<file path="src/rtl/pfhc_pkg.sv">
// Package for the pixel float-to-half converter: payload types and constants.
// No dependencies.
`default_nettype none
package pfhc_pkg;
  localparam int unsigned WordW = 32;
  localparam int unsigned HalfW = 16;
  localparam logic [15:0] HalfInf   = 16'h7C00;
  localparam logic [15:0] HalfQnan  = 16'h7E00;
  localparam logic [15:0] HalfMant  = 16'h03FF;
  localparam logic [12:0] RemHalf   = 13'h1000;
  localparam logic [0:0]  OrderBgra = 1'b0;
  localparam logic [0:0]  OrderArgb = 1'b1;
  localparam logic [0:0]  RegPixelOrder = 1'b0;

  typedef struct packed {
    logic [31:0] host_word_0;
    logic [31:0] host_word_1;
    logic [31:0] host_word_2;
    logic [31:0] host_word_3;
    logic        first_of_frame;
  } pix_in_t;

  typedef struct packed {
    logic [15:0] red_half;
    logic [15:0] green_half;
    logic [15:0] blue_half;
    logic [15:0] alpha_half;
    logic        nan_seen;
    logic        inf_seen;
  } pix_out_t;

  // Lane class flags handed to the merging stage
  typedef struct packed {
    logic is_nan;
    logic is_inf;
  } half_class_t;
endpackage
`default_nettype wire

</file>
<file path="src/rtl/pfhc_stream_if.sv">
// Valid/ready channel interface carrying one payload item.
// Depends on nothing; the payload type is a type parameter.
`default_nettype none
interface pfhc_stream_if #(parameter type payload_t = logic) ();
  logic     valid;
  logic     ready;
  payload_t payload;
  modport source (output valid, output payload, input ready);
  modport sink (input valid, input payload, output ready);
endinterface
`default_nettype wire

</file>
<file path="src/rtl/pixel_float_to_half_converter_unit.sv">
// Pixel float32-to-half converter, top level.
// The result is registered: valid in the cycle after an item is accepted.
// Throughput: one item per cycle while the output is taken; four conversion lanes run in parallel.
// Reset (synchronous, rst_n low): channel order BGRA, sticky flags clear,
// output register empty. Depends on pfhc_pkg, pfhc_stream_if, pfhc_lane, pfhc_merge.
`default_nettype none
module pixel_float_to_half_converter_unit
  import pfhc_pkg::*;
(
  input  wire logic        clk,
  input  wire logic        rst_n,
  pfhc_stream_if.sink      in_ch,
  pfhc_stream_if.source    out_ch,
  input  wire logic        cfg_psel,
  input  wire logic        cfg_penable,
  input  wire logic        cfg_pwrite,
  input  wire logic [0:0]  cfg_paddr,
  input  wire logic [31:0] cfg_pwdata,
  output logic [31:0]      cfg_prdata,
  output logic             cfg_pready
);
  logic        order_r;
  logic        can_take, acc;
  logic [31:0] ch [4];
  logic [15:0] half [4];
  half_class_t cls [4];
  pix_in_t     p;

  assign cfg_pready = 1'b1;
  assign cfg_prdata = (cfg_paddr == RegPixelOrder) ? {31'd0, order_r} : 32'd0;

  // Register write
  always_ff @(posedge clk) begin
    if (!rst_n) begin
      order_r <= OrderBgra;
    end else if (cfg_psel && cfg_penable && cfg_pwrite && cfg_paddr == RegPixelOrder) begin
      order_r <= cfg_pwdata[0];
    end
  end

  assign p = in_ch.payload;
  assign in_ch.ready = can_take;
  assign acc = in_ch.valid && can_take;

  // Pick words into R, G, B, A order
  always_comb begin
    if (order_r == OrderArgb) begin
      ch[0] = p.host_word_1; ch[1] = p.host_word_2;
      ch[2] = p.host_word_3; ch[3] = p.host_word_0;
    end else begin
      ch[0] = p.host_word_2; ch[1] = p.host_word_1;
      ch[2] = p.host_word_0; ch[3] = p.host_word_3;
    end
  end

  for (genvar k = 0; k < 4; k++) begin : g_lane
    pfhc_lane u_lane (.word_i(ch[k]), .half_o(half[k]), .cls_o(cls[k]));
  end

  pfhc_merge u_merge (
    .clk(clk), .rst_n(rst_n), .acc_i(acc), .first_i(p.first_of_frame),
    .half_i(half), .cls_i(cls), .out_ready_i(out_ch.ready),
    .can_take_o(can_take), .out_valid_o(out_ch.valid), .out_o(out_ch.payload)
  );
endmodule
`default_nettype wire

</file>
<file path="src/rtl/pfhc_lane.sv">
// One conversion lane: float32 bits to half bits, round to nearest even.
// Depends on pfhc_pkg.
`default_nettype none
module pfhc_lane
  import pfhc_pkg::*;
(
  input  wire logic [31:0] word_i,
  output logic [15:0]      half_o,
  output half_class_t      cls_o
);
  logic        sign;
  logic [7:0]  bexp;
  logic [22:0] frac;
  logic [14:0] h;
  logic [12:0] rem;
  logic [4:0]  shift;
  logic [23:0] full, m, rmask, rrem, halfway;
  logic [14:0] mag_h;

  always_comb begin
    sign = word_i[31];
    bexp = word_i[30:23];
    frac = word_i[22:0];
    h = {5'(bexp - 8'd112), frac[22:13]};
    rem = frac[12:0];
    shift = 5'(8'd126 - bexp);
    full = {1'b1, frac};
    m = full >> shift;
    rmask = (24'd1 << shift) - 24'd1;
    rrem = full & rmask;
    halfway = 24'd1 << (shift - 5'd1);
    mag_h = '0;
    if (bexp == 8'hFF) begin
      // keep infinity, quieten NaN
      if (frac == '0) mag_h = HalfInf[14:0];
      else mag_h = HalfQnan[14:0] | {5'd0, frac[22:13]};
    end else if (bexp >= 8'd143) begin
      mag_h = HalfInf[14:0];
    end else if (bexp >= 8'd113) begin
      mag_h = h;
      if (rem > RemHalf || (rem == RemHalf && h[0])) mag_h = h + 15'd1;
    end else if (bexp == 8'd0 || bexp < 8'd102) begin
      mag_h = '0;
    end else begin
      // half subnormal: shift 14..24
      if (rrem > halfway || (rrem == halfway && m[0])) mag_h = 15'(m + 24'd1);
      else mag_h = 15'(m);
    end
    half_o = {sign, mag_h};
    cls_o.is_nan = (mag_h[14:10] == 5'h1F) && (mag_h[9:0] != '0);
    cls_o.is_inf = (mag_h[14:10] == 5'h1F) && (mag_h[9:0] == '0);
  end
endmodule
`default_nettype wire

</file>
<file path="src/rtl/pfhc_merge.sv">
// Merging stage: sticky flag update and registered output with skid-free
// hand-off (ready when output empty or being taken). Depends on pfhc_pkg.
`default_nettype none
module pfhc_merge
  import pfhc_pkg::*;
(
  input  wire logic        clk,
  input  wire logic        rst_n,
  input  wire logic        acc_i,
  input  wire logic        first_i,
  input  wire logic [15:0] half_i [4],
  input  wire half_class_t cls_i [4],
  input  wire logic        out_ready_i,
  output logic             can_take_o,
  output logic             out_valid_o,
  output pix_out_t         out_o
);
  logic nan_r, inf_r, nan_nxt, inf_nxt, vld_r;
  pix_out_t data_r;

  assign can_take_o = !vld_r || out_ready_i;
  assign out_valid_o = vld_r;
  assign out_o = data_r;

  // Combine lane classes into the sticky flags, cleared first on the first item of a frame
  always_comb begin
    nan_nxt = first_i ? 1'b0 : nan_r;
    inf_nxt = first_i ? 1'b0 : inf_r;
    for (int k = 0; k < 4; k++) begin
      nan_nxt = nan_nxt | cls_i[k].is_nan;
      inf_nxt = inf_nxt | cls_i[k].is_inf;
    end
  end

  always_ff @(posedge clk) begin
    if (!rst_n) begin
      nan_r <= 1'b0;
      inf_r <= 1'b0;
      vld_r <= 1'b0;
    end else begin
      if (acc_i) begin
        nan_r <= nan_nxt;
        inf_r <= inf_nxt;
        vld_r <= 1'b1;
      end else if (out_ready_i) begin
        vld_r <= 1'b0;
      end
    end
  end

  always_ff @(posedge clk) begin
    if (acc_i) begin
      data_r <= '{half_i[0], half_i[1], half_i[2], half_i[3], nan_nxt, inf_nxt};
    end
  end
endmodule
`default_nettype wire
</file>
<file path="src/flat_wrapper.sv">
// flat-port wrapper written by rule: the top's interface ports become plain ports
module pixel_float_to_half_converter_unit_flat import pfhc_pkg::*;
  (clk, rst_n, cfg_psel, cfg_penable, cfg_pwrite, cfg_paddr, cfg_pwdata, cfg_prdata, cfg_pready, in_ch_valid, in_ch_payload, in_ch_ready, out_ch_valid, out_ch_payload, out_ch_ready);
  pfhc_stream_if in_ch_i ();
  pfhc_stream_if out_ch_i ();
  input  wire logic clk;
  input  wire logic rst_n;
  input  wire logic cfg_psel;
  input  wire logic cfg_penable;
  input  wire logic cfg_pwrite;
  input  wire logic [0:0] cfg_paddr;
  input  wire logic [31:0] cfg_pwdata;
  output logic [31:0] cfg_prdata;
  output logic cfg_pready;
  input wire logic [$bits(in_ch_i.valid)-1:0] in_ch_valid;
  input wire logic [$bits(in_ch_i.payload)-1:0] in_ch_payload;
  output wire logic [$bits(in_ch_i.ready)-1:0] in_ch_ready;
  output wire logic [$bits(out_ch_i.valid)-1:0] out_ch_valid;
  output wire logic [$bits(out_ch_i.payload)-1:0] out_ch_payload;
  input wire logic [$bits(out_ch_i.ready)-1:0] out_ch_ready;
  assign in_ch_i.valid = in_ch_valid;
  assign in_ch_i.payload = in_ch_payload;
  assign in_ch_ready = in_ch_i.ready;
  assign out_ch_valid = out_ch_i.valid;
  assign out_ch_payload = out_ch_i.payload;
  assign out_ch_i.ready = out_ch_ready;
  pixel_float_to_half_converter_unit u_core (.clk(clk), .rst_n(rst_n), .in_ch(in_ch_i), .out_ch(out_ch_i), .cfg_psel(cfg_psel), .cfg_penable(cfg_penable), .cfg_pwrite(cfg_pwrite), .cfg_paddr(cfg_paddr), .cfg_pwdata(cfg_pwdata), .cfg_prdata(cfg_prdata), .cfg_pready(cfg_pready));
endmodule
</file>
<file path="config.mk">
export PLATFORM = sky130hd
export DESIGN_NAME = pixel_float_to_half_converter_unit_flat
export DESIGN_NICKNAME = d
export VERILOG_FILES = /design/src/rtl/pfhc_pkg.sv /design/src/rtl/pfhc_stream_if.sv /design/src/rtl/pixel_float_to_half_converter_unit.sv /design/src/rtl/pfhc_lane.sv /design/src/rtl/pfhc_merge.sv /design/src/flat_wrapper.sv
export SDC_FILE = /design/constraint.sdc
export NUM_CORES = 1
export LEC_CHECK = 0
export ABC_AREA = 1
export BUFFER_PORTS_ARGS = -buffer_cell sky130_fd_sc_hd__clkbuf_2
export CAP_MARGIN = 20
export CELL_PAD_IN_SITES_DETAIL_PLACEMENT = 0
export CELL_PAD_IN_SITES_GLOBAL_PLACEMENT = 1
export CORE_MARGIN = 3
export CORE_UTILIZATION = 15
export DETAILED_ROUTE_END_ITERATION = 7
export MAX_ROUTING_LAYER = met4
export PLACE_DENSITY = 0.86
export SLEW_MARGIN = 20
export SYNTH_ARGS = -nofsm -noshare
export SYNTH_HDL_FRONTEND = slang
export SYNTH_SLANG_ARGS = --single-unit
</file>
<file path="constraint.sdc">
create_clock -name clk -period 2.3 [get_ports clk]
set_input_delay 0.23 -clock clk [delete_from_list [all_inputs] [get_ports clk]]
set_output_delay 0.23 -clock clk [all_outputs]
set_load 0.02 [all_outputs]
</file>
==> results of run 1 <==
==> layout make-up <==
cell class	count	area, sq um
clock buffer	4	26.28
multi-input combinational	46	183.9
timing repair buffer	13	65.06
inverter	9	33.78
tap	30	37.54
fill	306	2176
sequential	4	90.09
==> per-layer routing <==
| layer | vias to the layer above | GRT usage, % | wire length, um |
|---|---|---|---|
| li1 | 143 | - | - |
| met1 | 100 | 1.931 | 144 |
| met2 | 28 | 3.549 | 303 |
| met3 | 2 | 1.296 | 120 |
| met4 | 0 | 3.797 | 17 |
| met5 | - | - | 0 |
==> cell families after synthesis <==
family / after synthesis
AO/OA/AOI/OAI: 2
buffers and inverters: 41
flip-flops: 4
other: 2
AND/OR/NAND/NOR: 12
==> synth_stat cells <==
library cell	n	area share, %
nand3_1	1	1.1
nand2_1	5	4.3
a21boi_1	1	1.7
dfxtp_1	3	14
conb_1	2	1.7
nor2_1	4	3.4
inv_2	1	0.86
buf_4	32	55
a21oi_1	1	1.1
nand2_2	2	2.9
inv_1	8	6.9
edfxtp_1	1	6.9
==> worst paths after layout <==
check                                   from                       to  cells after the start
setup / recovery              u_core.order_r            cfg_prdata[0]                      3
hold / removal                         rst_n           u_core.order_r                      3
setup reg to reg  u_core.u_merge.out_valid_o  u_core.u_merge.out_o[0]                      3
hold reg to reg               u_core.order_r           u_core.order_r                      2
==> worst max-delay path, cell delays in order (launching register included) <==
cell,delay (ns)
dfxtp_1,0.32
inv_1,0.04
nor2_1,0.07
clkbuf_2,0.17
==> per-stage QoR <==
| step | utilization [%] | power [uW] | cell area [sq um] |
|---|---|---|---|
| after floorplan | - | 176.8 | 548.0 |
| after global routing | 16.71 | 256.1 | 436.7 |
| after CTS | 16.71 | 247.0 | 436.7 |
| after detailed placement | 15.71 | 147.4 | 410.4 |
| final | 16.71 | 240.8 | 436.7 |
| after global placement | 15.71 | 147.1 | 410.4 |
==> flip-flops by register name, indices dropped and copies added (netlist names) <==
register and cells:
u_core.order_r 1, u_core.u_merge.out_o 1, u_core.u_merge.inf_r 1, u_core.u_merge.out_valid_o 1
==> power breakdown <==
group | leakage [uW] | switching, uW | internal, uW
Clock | 0.0000150 | 28.5 | 65.1
Combinational | 0.000234 | 59.7 | 11.1
Sequential | 0.0000348 | 1.35 | 75.1
Total | 0.000284 | 89.5 | 151
==> cell usage in the layout, fill, tap and decap left out <==
cell type,n
clkbuf_1,1
nor2_1,4
nand2_1,5
inv_2,1
inv_1,8
conb_1,32
a21oi_1,1
clkbuf_2,13
clkbuf_4,3
dfxtp_1,3
nand2_2,2
nand3_1,1
a21boi_1,1
edfxtp_1,1
==> flow_summary.yaml, run 1 <==
drt:
  totalWireLength_um: 586
  drtIter0Drc: 1
  avgViaCountPerCell: 2.575
  drc: 0
  antenna_left: 0
  wl_per_cell_um: 5.528
  vias: 273
  dr.pass1.iters: 3
clock_tree:
  cts_resized: 0
  clockBufferDepth: 2
  path_clk_slew_ns: 0.04
  cts_max_level: 1
  cts.sinks: 4
  post_cts_buffers: 0
  holdBufCountCts: 0
  cts_inserted_buffers: 3
  tritoncts: "done"
  clock_latency_ns: 0.23
  clockRootBuffer: "clkbuf_4"
power_and_ir_drop:
  leakage_uw: 0.0002841
  power.density_mw_per_mm2: 551.4
  ir_drop_mv: 0.1261
die:
  die_y_um: 59.88
  dieArea_sq_mm: 0.003585
  fp.dieW_um: 59.88
  start_util_pct: 16.67
  coreArea_sq_mm: 0.002613
  io_pins: 77
  rows: 18
layout:
  synthToLayoutAreaGrowth_pct: 0.2873
  drive_gt1_share_pct: 25.00
  finalNetCount: 118
  diodes: 0
  final_cells: 106
sta:
  post-route-period-util_pct: 46.01
  min_period_ns: 1.058
  fin_worst_skew_ns: 0.004326
  worst_slack_ns: 1.242
  hold_slack_ns: 0.2314
  grt_setup_unrepaired: "false"
  slew_violations: 0
  setup_viol: 0
  hold_violations: 0
  tns_ns: 0
  max_freq_mhz: 944.9
yosys:
  syn-cell-area_sq_um: 435.4
  synth_top_family_by_area: "buffers and inverters"
  synth_fa_ha_area_share_pct: 0
  ys_seq_area_share_pct: 20.69
  syn_avg_cell_area_sq_um: 7.138
  yosysUniqueCellTypes: 12
  ys_ff_latch: 4
  synthCells: 61
  yosysWarnings: 0
  synthSimpleGateAreaFrac_pct: 11.78
  synth_compound_area_share_pct: 2.874
  synth_xor_xnor_area_share_pct: 0
  synth.area.mux_share_pct: 0
grt:
  grt-ovfl-total: 0
  grt_max_degree: 4
  grt_pass1_wl_um: 579
  grt_pass1_vias: 168
  antenna_found_initial: 0
  track_usage_pct: 2.541
critical_path:
  crit_path_end_kind: "output pin"
  crit_path_max_fanout: 2
  rrSetupSlack_ns: 1.51
  crit_path_start_kind: "flop"
  cp.required_ns: 2.07
  arrival_ns: 0.83
  criticalPathCategory: "flop to output pin"
placement:
  post-place-cells: 102
  pre_cts_slack_ns: 1.475
  gp_congestion: 0.5694
  place.detailed.hpwl_um: 540.4
  io_buffers: 13
flow_run:
  drv_cap: 0
run_status:
  status: "completed"
worst_hold_path:
  min_path_type: "primary input to flop"
No activity file was read; power rests on OpenSTA's default activity.
==> run 2: changes to the inputs <==
--- a/config.mk
+++ b/config.mk
@@ -5,16 +5,16 @@
 export SDC_FILE = /design/constraint.sdc
 export NUM_CORES = 1
 export LEC_CHECK = 0
-export ABC_AREA = 1
+export ABC_AREA = 0
 export BUFFER_PORTS_ARGS = -buffer_cell sky130_fd_sc_hd__clkbuf_2
 export CAP_MARGIN = 20
 export CELL_PAD_IN_SITES_DETAIL_PLACEMENT = 0
 export CELL_PAD_IN_SITES_GLOBAL_PLACEMENT = 1
 export CORE_MARGIN = 3
-export CORE_UTILIZATION = 15
+export CORE_UTILIZATION = 13
 export DETAILED_ROUTE_END_ITERATION = 7
 export MAX_ROUTING_LAYER = met4
-export PLACE_DENSITY = 0.86
+export PLACE_DENSITY = 0.78
 export SLEW_MARGIN = 20
 export SYNTH_ARGS = -nofsm -noshare
 export SYNTH_HDL_FRONTEND = slang
==> constraint.sdc (replaced) <==
create_clock -name clk -period 0.91 [get_ports clk]
set_input_delay 0.091 -clock clk [delete_from_list [all_inputs] [get_ports clk]]
set_output_delay 0.091 -clock clk [all_outputs]
set_load 0.02 [all_outputs]
==> run 2 against run 1 <==
Against the previous run:
- the flow now finishes with violations (negative setup slack)
- clock skew is 0.0039 ns higher
- critical path depth is 1 lower
- first-iteration DRC count grew to 10 times the previous value
- worst hold slack worse by 0.16 ns
- clock-buffer cell count stayed put
- utilization is 1.4 points lower
- combinational power grew to 2.6 times the previous value
- sequential power grew to 2.5 times the previous value
- power grew to 2.6 times the previous value
- synthesized area is 0.57% lower
- non-clock buffer count stayed put
- critical path type unchanged
==> flow_summary.yaml, run 2 <==
run_status:
  status: "complete, but fails checks"
  failed_checks: "negative setup slack"
yosys:
  synth_flop_cell: "dfxtp_1"
  yosys-top-cells-count: "buf_4 (32), dfxtp_1 (3), nand2_1 (3), conb_1 (2), nor2b_1 (2)"
  synthCells: 50
  synth_top_area_cell: "buf_4"
  yosysWarnings: 0
  syn_avg_cell_area_sq_um: 8.658
  ys_ff_latch: 4
  ys_seq_area_share_pct: 20.81
  synth.area.top_cells: "buf_4 (55%), dfxtp_1 (14%), edfxtp_1 (6.9%), nand4b_4 (5.5%), nand2b_4 (3.2%)"
  syn-cell-area_sq_um: 432.9
  async_flop_share_pct: 0
  yosysUniqueCellTypes: 13
  yosysMostFrequentCell: "buf_4"
  yosysTopAreaCellShare_pct: 55.49
  synth_edf_count: 1
sta:
  min_period_ns: 0.9188
  post-route-period-util_pct: 101.0
  max_freq_mhz: 1088
  slew_violations: 0
  hold_slack_ns: 0.07001
  fin_worst_skew_ns: 0.008212
  grt_setup_unrepaired: "true"
  hold_violations: 0
  setup_viol: 1
  worst_slack_ns: -0.008759
die:
  die_y_um: 63.71
  dieArea_sq_mm: 0.004058
  rows: 20
  coreArea_sq_mm: 0.003103
  fp.dieW_um: 63.71
  io_pins: 77
  start_util_pct: 13.95
critical_path:
  rr_worst_depth: 2
  max_stage_delay_ns: 0.32
  crit_path_max_fanout: 2
  cp_slowest_cell: "dfxtp_2"
  worstReg2RegStart: "u_core.u_merge.out_valid_o"
  crit_path_end_kind: "output pin"
  r2r_end: "u_core.u_merge.out_o[0]"
  arrival_ns: 0.83
  crit_path_start_kind: "flop"
  rrSetupSlack_ns: 0.11
  criticalPathCategory: "flop to output pin"
  cp.required_ns: 0.82
  path_cells: "nor2b_4 -> buf_6"
clock_tree:
  clock_latency_ns: 0.25
  cts.sinks: 4
  cts_max_level: 1
  clockRootBuffer: "clkbuf_4"
  clockBufferDepth: 2
  cts_inserted_buffers: 3
  path_clk_slew_ns: 0.04
  tritoncts: "done"
  post_cts_buffers: 0
layout:
  drive_gt1_share_pct: 32.31
  utilization_pct: 15.28
  diodes: 0
  layout_common_cells: "conb_1 (32), clkbuf_2 (11), nand2_1 (3), clkbuf_4 (3)"
  final_common_cell: "conb_1"
  ff_latch_area_sq_um: 92.59
  fillers: 361
  synthToLayoutAreaGrowth_pct: 9.538
  finalNetCount: 107
  multi_input_area_sq_um: 219.0
  fin_area_sq_um: 474.2
drt:
  avgViaCountPerCell: 2.495
  dr.pass1.iters: 2
  antenna_left: 0
  totalWireLength_um: 687
  vias: 272
  drc: 0
  drtIter0Drc: 10
  wl_per_cell_um: 6.303
grt:
  grt_pass1_vias: 201
  grt-ovfl-total: 0
  grt_pass1_wl_um: 765
  antenna_found_initial: 0
  grt_max_degree: 5
  track_usage_pct: 2.808
power_and_ir_drop:
  p_comb_share_pct: 29.0
  ir_drop_mv: 0.2231
  leakage_uw: 0.0002639
  power.internal_uw: 389.6
  p_sw_share_pct: 38.65
  power.total_uw: 635.0
  p_sw_uw: 245.4
  p_clk_share_pct: 40.4
  seq_power_share_pct: 30.5
  power.density_mw_per_mm2: 1339
worst_hold_path:
  min_path_type: "primary input to flop"
  hold_path_startpoint: "cfg_pwdata[0]"
  min_path_cells: 3
  hold_end: "u_core.order_r"
placement:
  place_area_sq_um: 426.7
  gp_congestion: 0.6212
  io_buffers: 13
flow_run:
  drv_cap: 0
run 2: through the flow:
step,setup WS [ns],TNS [ns],cells
floorplan,0.01569,0,80
global placement,0.09514,0,105
detailed placement,0.1057,0,105
CTS,-0.03682,-0.03682,109
global route,-0.04359,-0.04359,109
finish,-0.008759,-0.008759,109
run 2: power groups by stage:
stage                     clock [uW]  sequential (uW)  combinational [uW]
after floorplan                    0              203                 239
after global placement             0              197                 175
after detailed placement           0              197                 176
after CTS                        258              194                 176
after global routing             276              194                 196
final                            257              194                 184
run 2: cell type report:
class | instances | share of cell area [%]
Inverter | 1 | 0.7916
Tap cell | 44 | 11.61
Clock buffer | 4 | 5.541
Multi-Input combinational cell | 43 | 46.17
Timing Repair Buffer | 13 | 16.36
Sequential cell | 4 | 19.53
run 2: cell families after synthesis:
family | count (synthesis) | share of synthesized area, %
AND/OR/NAND/NOR | 8 | 15.61
buffers and inverters | 33 | 56.36
multiplexers | 1 | 2.312
AO/OA/AOI/OAI | 2 | 3.181
other | 2 | 1.735
flip-flops | 4 | 20.81
run 2: worst max-delay path by stage:
stage / from / end / slack [ns] / cells past startpoint
final: u_core.order_r / cfg_prdata[0] / -0.009 / 2
after global routing: u_core.order_r / cfg_prdata[0] / -0.04 / 2
after CTS: u_core.order_r / cfg_prdata[0] / -0.04 / 2
after detailed placement: u_core.u_merge.out_valid_o / u_core.u_merge.out_o[0] / 0.11 / 2
after global placement: u_core.u_merge.out_valid_o / u_core.u_merge.out_o[0] / 0.1 / 2
after floorplan: u_core.u_merge.out_valid_o / u_core.u_merge.out_o[0] / 0.02 / 2
run 2: worst max-delay path: cells and delay by family (launching register included):
kind | cells | cell delay [ns]
DFF | 1 | 0.32
buffers and inverters | 1 | 0.12
and+or+nand+nor | 1 | 0.14
run 2: timing repair:
action	CTS	global route
hold buffers	0	0
endpoints found under the setup margin	1	2
cloned	0	0
endpoints found under the hold margin	0	0
gates resized for setup	2	7
run 2: routing by layer:
metal	wire length, um	global-route usage, %	part of all wire [%]
met1	163	1.816	24
met2	362	4.172	53
met3	146	2.317	21
met4	15	3.235	2.2
met5	0	-	0
